<file path="config.mk">
export PLATFORM = sky130hd
export DESIGN_NAME = key_frame_decoder_with_text_length_flat
export DESIGN_NICKNAME = d
export VERILOG_FILES = /design/src/hdl/kfd_pkg.sv /design/src/hdl/kfd_ifs.sv /design/src/hdl/key_frame_decoder_with_text_length.sv /design/src/flat_wrapper.sv
export SDC_FILE = /design/constraint.sdc
export NUM_CORES = 1
export LEC_CHECK = 0
export BUFFER_PORTS_ARGS = -buffer_cell sky130_fd_sc_hd__buf_2
export CAP_MARGIN = 15
export CELL_PAD_IN_SITES_DETAIL_PLACEMENT = 1
export CELL_PAD_IN_SITES_GLOBAL_PLACEMENT = 2
export CORE_MARGIN = 4
export CORE_UTILIZATION = 36
export DETAILED_ROUTE_END_ITERATION = 12
export PLACE_DENSITY_LB_ADDON = 0.1
export SYNTH_ARGS = -nofsm -noshare
export SYNTH_HDL_FRONTEND = slang
export SYNTH_SLANG_ARGS = --single-unit
</file>
<file path="constraint.sdc">
create_clock -name clk -period 4.9 [get_ports clk]
set_input_delay 1.47 -clock clk [delete_from_list [all_inputs] [get_ports clk]]
set_output_delay 1.47 -clock clk [all_outputs]
set_load 0.01 [all_outputs]
</file>
<file path="src/hdl/kfd_pkg.sv">
`default_nettype none

package kfd_pkg;

    localparam int ROWS        = 5;
    localparam int COLUMNS     = 10;
    localparam int ROW_W       = COLUMNS;
    localparam int ROW_IDX_W   = $clog2(ROWS);
    localparam int COL_W       = $clog2(COLUMNS);
    localparam int CODE_W      = 6;
    localparam int LEN_W       = 8;
    localparam int ACTION_W    = 3;
    localparam int LAMP_W      = 2;
    localparam int CFG_INDEX_W = 2;
    localparam int CFG_DATA_W  = 8;

    localparam int SHIFT0_COL    = 2;
    localparam int SHIFT4_COL    = 7;
    localparam int SPACE_COL     = 9;
    localparam int BACKSPACE_COL = 0;
    localparam int POST_COL      = 6;

    localparam logic [LEN_W-1:0] MAX_LENGTH_RESET  = 8'd140;
    localparam logic [LEN_W-1:0] WARN_LENGTH_RESET = 8'd100;

    typedef logic [ROW_W-1:0]  row_t;
    typedef logic [COL_W-1:0]  col_t;
    typedef logic [LEN_W-1:0]  len_t;
    typedef logic [CODE_W-1:0] code_t;

    typedef enum logic [ACTION_W-1:0] {
        ACT_NONE   = 3'd0,
        ACT_APPEND = 3'd1,
        ACT_FULL   = 3'd2,
        ACT_DELETE = 3'd3,
        ACT_POST   = 3'd4,
        ACT_EMPTY  = 3'd5
    } action_t;

    typedef enum logic [LAMP_W-1:0] {
        LAMP_GREEN  = 2'd0,
        LAMP_YELLOW = 2'd1,
        LAMP_RED    = 2'd2
    } lamp_t;

    typedef enum logic [CFG_INDEX_W-1:0] {
        CFG_MAX_LENGTH  = 2'd0,
        CFG_WARN_LENGTH = 2'd1
    } cfg_index_t;

    // lowest pressed column; zero when the row is empty
    function automatic col_t first_col(input row_t bits);
        col_t result;
        result = '0;
        for (int c = COLUMNS - 1; c >= 0; c--)
        begin
            if (bits[c])
            begin
                result = col_t'(c);
            end
        end
        return result;
    endfunction

    function automatic code_t key_code(input logic [ROW_IDX_W-1:0] r, input col_t c);
        return code_t'(r * COLUMNS) + code_t'(c);
    endfunction

endpackage

`default_nettype wire

</file>
<file path="src/hdl/kfd_ifs.sv">
`default_nettype none

interface kfd_frame_if;
    logic                 valid;
    logic                 ready;
    logic [kfd_pkg::ROW_W-1:0] row0_keys;
    logic [kfd_pkg::ROW_W-1:0] row1_keys;
    logic [kfd_pkg::ROW_W-1:0] row2_keys;
    logic [kfd_pkg::ROW_W-1:0] row3_keys;
    logic [kfd_pkg::ROW_W-1:0] row4_keys;

    modport source (output valid, row0_keys, row1_keys, row2_keys, row3_keys, row4_keys,
                    input ready);
    modport sink (input valid, row0_keys, row1_keys, row2_keys, row3_keys, row4_keys,
                  output ready);
endinterface

interface kfd_result_if;
    logic                         valid;
    logic                         ready;
    logic [kfd_pkg::ACTION_W-1:0] action;
    logic [kfd_pkg::CODE_W-1:0]   key_code;
    logic                         shifted;
    logic [kfd_pkg::LEN_W-1:0]    message_length;
    logic [kfd_pkg::LEN_W-1:0]    posted_length;
    logic [kfd_pkg::LAMP_W-1:0]   led_colour;

    modport source (output valid, action, key_code, shifted, message_length,
                    posted_length, led_colour, input ready);
    modport sink (input valid, action, key_code, shifted, message_length,
                  posted_length, led_colour, output ready);
endinterface

interface kfd_cfg_if;
    logic                            valid;
    logic                            ready;
    logic [kfd_pkg::CFG_INDEX_W-1:0] index;
    logic [kfd_pkg::CFG_DATA_W-1:0]  data;

    modport source (output valid, index, data, input ready);
    modport sink (input valid, index, data, output ready);
endinterface

`default_nettype wire

</file>
<file path="src/hdl/key_frame_decoder_with_text_length.sv">
// Channel   Dir  Word
// frame     in   five 10-bit rows of key contacts, one scan frame
// result    out  action, key_code, shifted, message_length, posted_length, led_colour
// cfg       in   index 0 max_length, index 1 warn_length; other indexes dropped
//
// One frame per cycle sustained while results are taken; a frame passes the frame
// register, then the result register, before its result is valid.
// Path: frame register -> priority decode + length/lamp update -> result register.
// Lock, length and lamp update when a frame moves into the result register.
// A stalled result holds; one more frame is still taken into an empty frame
// register, then frame.ready drops until the result is taken.
// Reset (rst_n low, async) clears lock, length, lamp and restores the config defaults.

`default_nettype none

module key_frame_decoder_with_text_length
(
    input  wire logic   clk,
    input  wire logic   rst_n,
    kfd_frame_if.sink   frame,
    kfd_result_if.source result,
    kfd_cfg_if.sink     cfg
);
    import kfd_pkg::*;

    // ---------------- config registers
    len_t max_length_reg;
    len_t warn_length_reg;

    assign cfg.ready = 1'b1;

    always_ff @(posedge clk or negedge rst_n)
    begin
        if (!rst_n)
        begin
            max_length_reg  <= MAX_LENGTH_RESET;
            warn_length_reg <= WARN_LENGTH_RESET;
        end
        else if (cfg.valid)
        begin
            case (cfg.index)
                CFG_MAX_LENGTH:  max_length_reg  <= cfg.data;
                CFG_WARN_LENGTH: warn_length_reg <= cfg.data;
                default: ;
            endcase
        end
    end

    // ---------------- handshake control
    logic frame_valid_reg;
    logic result_valid_reg;
    logic out_free;
    logic advance;
    logic frame_take;

    assign out_free    = !result_valid_reg || result.ready;
    assign advance     = frame_valid_reg && out_free;
    assign frame.ready = !frame_valid_reg || out_free;
    assign frame_take  = frame.valid && frame.ready;

    // ---------------- frame register (payload, no reset)
    row_t rows_reg [ROWS];

    always_ff @(posedge clk)
    begin
        if (frame_take)
        begin
            rows_reg[0] <= frame.row0_keys;
            rows_reg[1] <= frame.row1_keys;
            rows_reg[2] <= frame.row2_keys;
            rows_reg[3] <= frame.row3_keys;
            rows_reg[4] <= frame.row4_keys;
        end
    end

    // ---------------- block state
    logic  lock_reg;
    len_t  len_reg;
    lamp_t lamp_reg;

    logic    lock_next;
    len_t    len_next;
    lamp_t   lamp_next;
    action_t action_next;
    code_t   code_next;
    logic    shifted_next;
    len_t    posted_next;

    // ---------------- decode
    row_t eff [ROWS];
    row_t any_bits;
    logic any_key;
    logic found;
    code_t first_code;
    len_t  app_len;

    always_comb
    begin
        // shift positions never count as a key
        for (int r = 0; r < ROWS; r++)
        begin
            eff[r] = rows_reg[r];
        end
        eff[0][SHIFT0_COL]        = 1'b0;
        eff[ROWS-1][SHIFT4_COL]   = 1'b0;

        any_bits = '0;
        for (int r = 0; r < ROWS; r++)
        begin
            any_bits = any_bits | eff[r];
        end
        any_key = |any_bits;

        // first row, then first column, with a non-shift key
        found      = 1'b0;
        first_code = '0;
        for (int r = 0; r < ROWS; r++)
        begin
            if (!found && (|eff[r]))
            begin
                found      = 1'b1;
                first_code = key_code(ROW_IDX_W'(r), first_col(eff[r]));
            end
        end

        // append attempt, shared by the space and plain key paths
        app_len = (len_reg < max_length_reg) ? len_reg + 8'd1 : len_reg;

        lock_next    = lock_reg;
        len_next     = len_reg;
        lamp_next    = lamp_reg;
        action_next  = ACT_NONE;
        code_next    = '0;
        shifted_next = 1'b0;
        posted_next  = '0;

        if (!any_key)
        begin
            lock_next = 1'b0;
        end
        else if (!lock_reg)
        begin
            lock_next = 1'b1;
            if (rows_reg[0][SPACE_COL] || !(rows_reg[ROWS-1][BACKSPACE_COL]
                                            || rows_reg[ROWS-1][POST_COL]))
            begin
                // space: first non-shift column of row 0, never shifted
                if (rows_reg[0][SPACE_COL])
                begin
                    code_next = code_t'(first_col(eff[0]));
                end
                else
                begin
                    code_next    = first_code;
                    shifted_next = rows_reg[0][SHIFT0_COL] | rows_reg[ROWS-1][SHIFT4_COL];
                end
                action_next = (len_reg < max_length_reg) ? ACT_APPEND : ACT_FULL;
                len_next    = app_len;
                if (app_len == max_length_reg)
                begin
                    lamp_next = LAMP_RED;
                end
                else if (app_len > warn_length_reg)
                begin
                    lamp_next = LAMP_YELLOW;
                end
            end
            else if (rows_reg[ROWS-1][BACKSPACE_COL])
            begin
                action_next = ACT_DELETE;
                if (len_reg != '0)
                begin
                    len_next = len_reg - 8'd1;
                end
            end
            else
            begin
                // post
                lamp_next = LAMP_GREEN;
                if (len_reg == '0)
                begin
                    action_next = ACT_EMPTY;
                end
                else
                begin
                    action_next = ACT_POST;
                    posted_next = len_reg;
                    len_next    = '0;
                end
            end
        end
    end

    always_ff @(posedge clk or negedge rst_n)
    begin
        if (!rst_n)
        begin
            frame_valid_reg  <= 1'b0;
            result_valid_reg <= 1'b0;
            lock_reg         <= 1'b0;
            len_reg          <= '0;
            lamp_reg         <= LAMP_GREEN;
        end
        else
        begin
            if (frame_take)
            begin
                frame_valid_reg <= 1'b1;
            end
            else if (advance)
            begin
                frame_valid_reg <= 1'b0;
            end

            if (advance)
            begin
                result_valid_reg <= 1'b1;
                lock_reg         <= lock_next;
                len_reg          <= len_next;
                lamp_reg         <= lamp_next;
            end
            else if (result.ready)
            begin
                result_valid_reg <= 1'b0;
            end
        end
    end

    // ---------------- result register (payload, no reset)
    action_t action_reg;
    code_t   code_reg;
    logic    shifted_reg;
    len_t    msg_len_reg;
    len_t    posted_reg;
    lamp_t   led_reg;

    always_ff @(posedge clk)
    begin
        if (advance)
        begin
            action_reg  <= action_next;
            code_reg    <= code_next;
            shifted_reg <= shifted_next;
            msg_len_reg <= len_next;
            posted_reg  <= posted_next;
            led_reg     <= lamp_next;
        end
    end

    assign result.valid          = result_valid_reg;
    assign result.action         = action_reg;
    assign result.key_code       = code_reg;
    assign result.shifted        = shifted_reg;
    assign result.message_length = msg_len_reg;
    assign result.posted_length  = posted_reg;
    assign result.led_colour     = led_reg;

`ifndef SYNTHESIS
    // a successful post empties the message and greens the lamp
    a_post_clears: assert property (@(posedge clk) disable iff (!rst_n)
        (result_valid_reg && action_reg == ACT_POST)
        |-> (msg_len_reg == '0 && led_reg == LAMP_GREEN && posted_reg != '0))
        else $error("post did not clear message");

    // an accepted append never overruns the limit
    a_append_bound: assert property (@(posedge clk) disable iff (!rst_n)
        (result_valid_reg && action_reg == ACT_APPEND)
        |-> (msg_len_reg <= max_length_reg && msg_len_reg != '0))
        else $error("append past max_length");

    // no action (idle or locked frame), no side payload
    a_none_quiet: assert property (@(posedge clk) disable iff (!rst_n)
        (result_valid_reg && action_reg == ACT_NONE)
        |-> (code_reg == '0 && !shifted_reg && posted_reg == '0))
        else $error("idle frame carries payload");

    // any decoded action leaves the lock set
    a_lock_set: assert property (@(posedge clk) disable iff (!rst_n)
        (advance && action_next != ACT_NONE) |=> lock_reg)
        else $error("lock not set after decode");
`endif

endmodule

`default_nettype wire

</file>
<file path="src/flat_wrapper.sv">
// flat-port wrapper written by rule: the top's interface ports become plain ports
module key_frame_decoder_with_text_length_flat import kfd_pkg::*;
  (clk, rst_n, frame_valid, frame_row0_keys, frame_row1_keys, frame_row2_keys, frame_row3_keys, frame_row4_keys, frame_ready, result_valid, result_action, result_key_code, result_shifted, result_message_length, result_posted_length, result_led_colour, result_ready, cfg_valid, cfg_index, cfg_data, cfg_ready);
  kfd_frame_if frame_i ();
  kfd_result_if result_i ();
  kfd_cfg_if cfg_i ();
  input  wire logic clk;
  input  wire logic rst_n;
  input wire logic [$bits(frame_i.valid)-1:0] frame_valid;
  input wire logic [$bits(frame_i.row0_keys)-1:0] frame_row0_keys;
  input wire logic [$bits(frame_i.row1_keys)-1:0] frame_row1_keys;
  input wire logic [$bits(frame_i.row2_keys)-1:0] frame_row2_keys;
  input wire logic [$bits(frame_i.row3_keys)-1:0] frame_row3_keys;
  input wire logic [$bits(frame_i.row4_keys)-1:0] frame_row4_keys;
  output wire logic [$bits(frame_i.ready)-1:0] frame_ready;
  output wire logic [$bits(result_i.valid)-1:0] result_valid;
  output wire logic [$bits(result_i.action)-1:0] result_action;
  output wire logic [$bits(result_i.key_code)-1:0] result_key_code;
  output wire logic [$bits(result_i.shifted)-1:0] result_shifted;
  output wire logic [$bits(result_i.message_length)-1:0] result_message_length;
  output wire logic [$bits(result_i.posted_length)-1:0] result_posted_length;
  output wire logic [$bits(result_i.led_colour)-1:0] result_led_colour;
  input wire logic [$bits(result_i.ready)-1:0] result_ready;
  input wire logic [$bits(cfg_i.valid)-1:0] cfg_valid;
  input wire logic [$bits(cfg_i.index)-1:0] cfg_index;
  input wire logic [$bits(cfg_i.data)-1:0] cfg_data;
  output wire logic [$bits(cfg_i.ready)-1:0] cfg_ready;
  assign frame_i.valid = frame_valid;
  assign frame_i.row0_keys = frame_row0_keys;
  assign frame_i.row1_keys = frame_row1_keys;
  assign frame_i.row2_keys = frame_row2_keys;
  assign frame_i.row3_keys = frame_row3_keys;
  assign frame_i.row4_keys = frame_row4_keys;
  assign frame_ready = frame_i.ready;
  assign result_valid = result_i.valid;
  assign result_action = result_i.action;
  assign result_key_code = result_i.key_code;
  assign result_shifted = result_i.shifted;
  assign result_message_length = result_i.message_length;
  assign result_posted_length = result_i.posted_length;
  assign result_led_colour = result_i.led_colour;
  assign result_i.ready = result_ready;
  assign cfg_i.valid = cfg_valid;
  assign cfg_i.index = cfg_index;
  assign cfg_i.data = cfg_data;
  assign cfg_ready = cfg_i.ready;
  key_frame_decoder_with_text_length u_core (.clk(clk), .rst_n(rst_n), .frame(frame_i), .result(result_i), .cfg(cfg_i));
endmodule
</file>
==> impl_results.md <==
* Initial Utilization at 36.9%
* DR vias at 4366
* Synth warn at 0
* Syn avg cell area at 10.8 um^2
* Switch Pwr at 751 uW
* Arrival time at the worst endpoint at 4.17 ns
* Seq/Total Area, Yosys at 54.6%
* Total of max-cap violations at 0
* Hold Crit Start: u_core.frame_valid_reg
* DP Area at 6340 um^2
* Syn_nets at 607
* Peak supply drop at 0.179 mV
* Worst-path clk slew at 0.08 ns
* Initial drt markers at 328
* CP Capture Type: flop
* CP required at 5.02 ns
* Top Family by Delay on Critical Path: compound AO/OA/AOI/OAI gates
* CP cell instances: inv_1, ha_1, and3_1, and3_1, a211oi_2, nand2_1, xnor2_1, ha_1, nand3_1, o22ai_1, o31a_1, a21oi_1, nor2_1, a21bo_2
* H-tree depth at 3
* Overall Power at 2440 uW
* Clock Skews at 0.0164 ns
* Buffers on Ports at 94
* Register-to-Register Path Depth at 14
* Max transition margin at 26.5%
* Clock share of power at 31.0%
* Combinational Power Share at 21.9%
* CTS sink cnt at 107
* Final WL at 15600 um
* Root Driver: clkbuf_16
* Largest net degree at the start of global routing at 51
* DR WL/cell at 18.8 um
* Outcome: completed
* Most frequent cells in the layout: 94 x buf_2, 78 x edfxtp_1, 44 x nor2_1
* Busiest layer in global routing: met1
* Post-route insts no fill at 831
* Synthesized cell area at 5630 um^2
* Met1 Track Usage GR at 27.6%
* Largest stage delay, worst path at 0.71 ns
* Met2 Use GR at 26.2%
* FP Rows at 45
* Commonest non-fill, non-tap cell in the layout: buf_2
* Crit Path Category: reg -> reg
* Core area at 15300 um^2
* Initial antenna violation count at 0
* Cells after DPL at 814
* I/O Pins at 96
* Hold/Removal Path Class: reg -> reg
* Hold Crit Depth at 1
* Met3 usage at 3.88%
* Async S/R FF share, synth at 27.1%
* Area Growth Syn to Fin at 18.3%
* Switching Share at 30.8%
* # diodes at 0
* Total CTS buffers at 9
* Predominant post-synthesis flop cell: edfxtp_1
* Slowest stage cell on the critical path: a211oi_2
* DP HPWL at 11900 um
* Die width at 133 um
* First-pass GRT wire length at 25200 um
* Max FFs per register at 50
* Int Pwr at 1690 uW
* Lkg Pwr at 0.00269 uW
* Number of cells produced by synthesis at 520
* Final Hold Fails at 0
* Hold slack at 0.499 ns
* Residual DRC count at 0
* GP Congestion at 0.867
* CTS tree: built
* Buffers & Inverters on Critical Path at 1
* Worst skew pair latency at 0.36 ns
* Maximum clock rate at 0.247 GHz
* Post-route setup TNS at 0 ns
* Antenna-violating nets left at 0
* Layout cell share with drive strength beyond 1 at 23.1%
* Drt via density at 5.25
* Post_cts resized at 0
* Netlist cell types at 64
* Net count, final at 702
* DIE AREA at 17700 um^2
* Startpoint types: flop
* RSZ-0062 raised after global routing: no
* Share of power burned in registers at 47.1%
* GRT Overall Usage at 18.3%
* Grt total ovfl at 0
* Hold_buf cts at 0
* Final slew viol count at 0
* Reg-to-reg critical path startpoint: u_core.max_length_reg[7]
* EDFF count, synth at 78
* Setup violators final at 0
* Worst-margin pin slew at 1.10 ns
* Die height at 133 um
* Drt pass-1 iters at 4
* Worst-path fanout max at 9
* PwrDens at 366 nW/um^2
* Final Critical Period at 4.05 ns
* Vias in the first global route at 4595
* Post-CTS setup buffer count at 0
* Critical path origin: u_core.max_length_reg[7]
* Design Area, Final at 6660 um^2
* Worst path depth at 14
* Yosys reg bits at 107
* Clk buf depth at 2
* Fin crit share at 82.6%
layout make-up:
class | count | area [um^2]
Inverter | 33 | 124
Multi-Input combinational cell | 363 | 2360
Sequential cell | 107 | 3080
Clock buffer | 9 | 225
Tap cell | 211 | 264
Clock inverter | 7 | 76.3
Timing Repair Buffer | 101 | 536
Fill cell | 1703 | 8600
cell usage after synthesis, types with 3 or more instances:
cell	instances	area share, %
a2111oi_0	4	0.62
a211oi_1	5	0.67
a21o_1	3	0.40
a21oi_1	39	3.5
a22o_1	3	0.47
a31oi_1	7	0.78
and2_1	3	0.33
and3_1	14	1.6
buf_2	4	0.36
clkbuf_1	12	0.80
dfrtp_1	23	10
dfstp_2	6	2.8
edfxtp_1	78	42
ha_1	22	4.9
inv_1	32	2.1
mux2_2	11	2.2
mux2i_1	4	0.71
nand2_1	33	2.2
nand2b_1	7	0.78
nand3_1	14	1.2
nor2_1	44	2.9
nor2b_1	6	0.67
nor3_1	22	2.0
nor3b_1	3	0.40
nor4_1	7	0.78
o211ai_1	4	0.53
o21ai_0	34	3.0
o21bai_1	9	1.2
o22ai_1	5	0.56
o31ai_1	5	0.67
or4_1	4	0.53
xnor2_1	6	0.93
xor2_1	8	1.2
worst paths after layout:
check	end	slack (ns)
max in group asynchronous	u_core.len_reg[4]	3.27
min reg2reg	u_core.result.valid	0.50
max reg2reg	u_core.result.led_colour[0]	0.85
min in group asynchronous	u_core.len_reg[7]	1.16
min	u_core.result.valid	0.50
max	u_core.result.led_colour[0]	0.85
power groups by stage:
stage,registers (uW),clock network (uW),logic [uW]
after floorplan,1140,0,360
after global placement,1160,0,521
after detailed placement,1170,0,530
after CTS,1150,786,533
after global routing,1160,824,600
final,1150,755,535
worst register-to-register path: cells and delay by family (launching register included):
kind / cells / cell delay, ns
xor gates and xnor gates: 1 / 0.26
and+or+nand+nor: 5 / 0.79
buffers and inverters: 1 / 0.07
AOI/OAI and AO/OA: 5 / 1.49
adders and majority gates: 2 / 0.64
DFF: 1 / 0.55
cells by family (layout without fill, tap and decap cells):
group / Yosys count / after routing / share of synthesized area (%)
adder cells (fa/ha/maj): 22 / 22 / 4.89
other: 1 / 1 / 0.0666
flip-flops: 107 / 107 / 54.6
buffers and inverters: 50 / 150 / 3.49
multiplexers: 15 / 15 / 2.91
AND/OR/NAND/NOR: 170 / 170 / 15.5
XOR/XNOR: 14 / 14 / 2.18
AO/OA/AOI/OAI: 141 / 141 / 16.4
metal layers:
metal | routed length (um) | up-vias
met3 | 739 | 6
met5 | 0 | -
met2 | 6650 | 98
li1 | - | 2130
met4 | 118 | 0
met1 | 8100 | 2132
per-stage QoR:
step / worst slack [ns] / util [%]
floorplan: 1.44 / -
global placement: 1.04 / 41.5
detailed placement: 0.890 / 41.5
CTS: 0.874 / 43.5
global route: 0.612 / 43.6
finish: 0.851 / 43.6
Power figures use the tool's default switching activity.
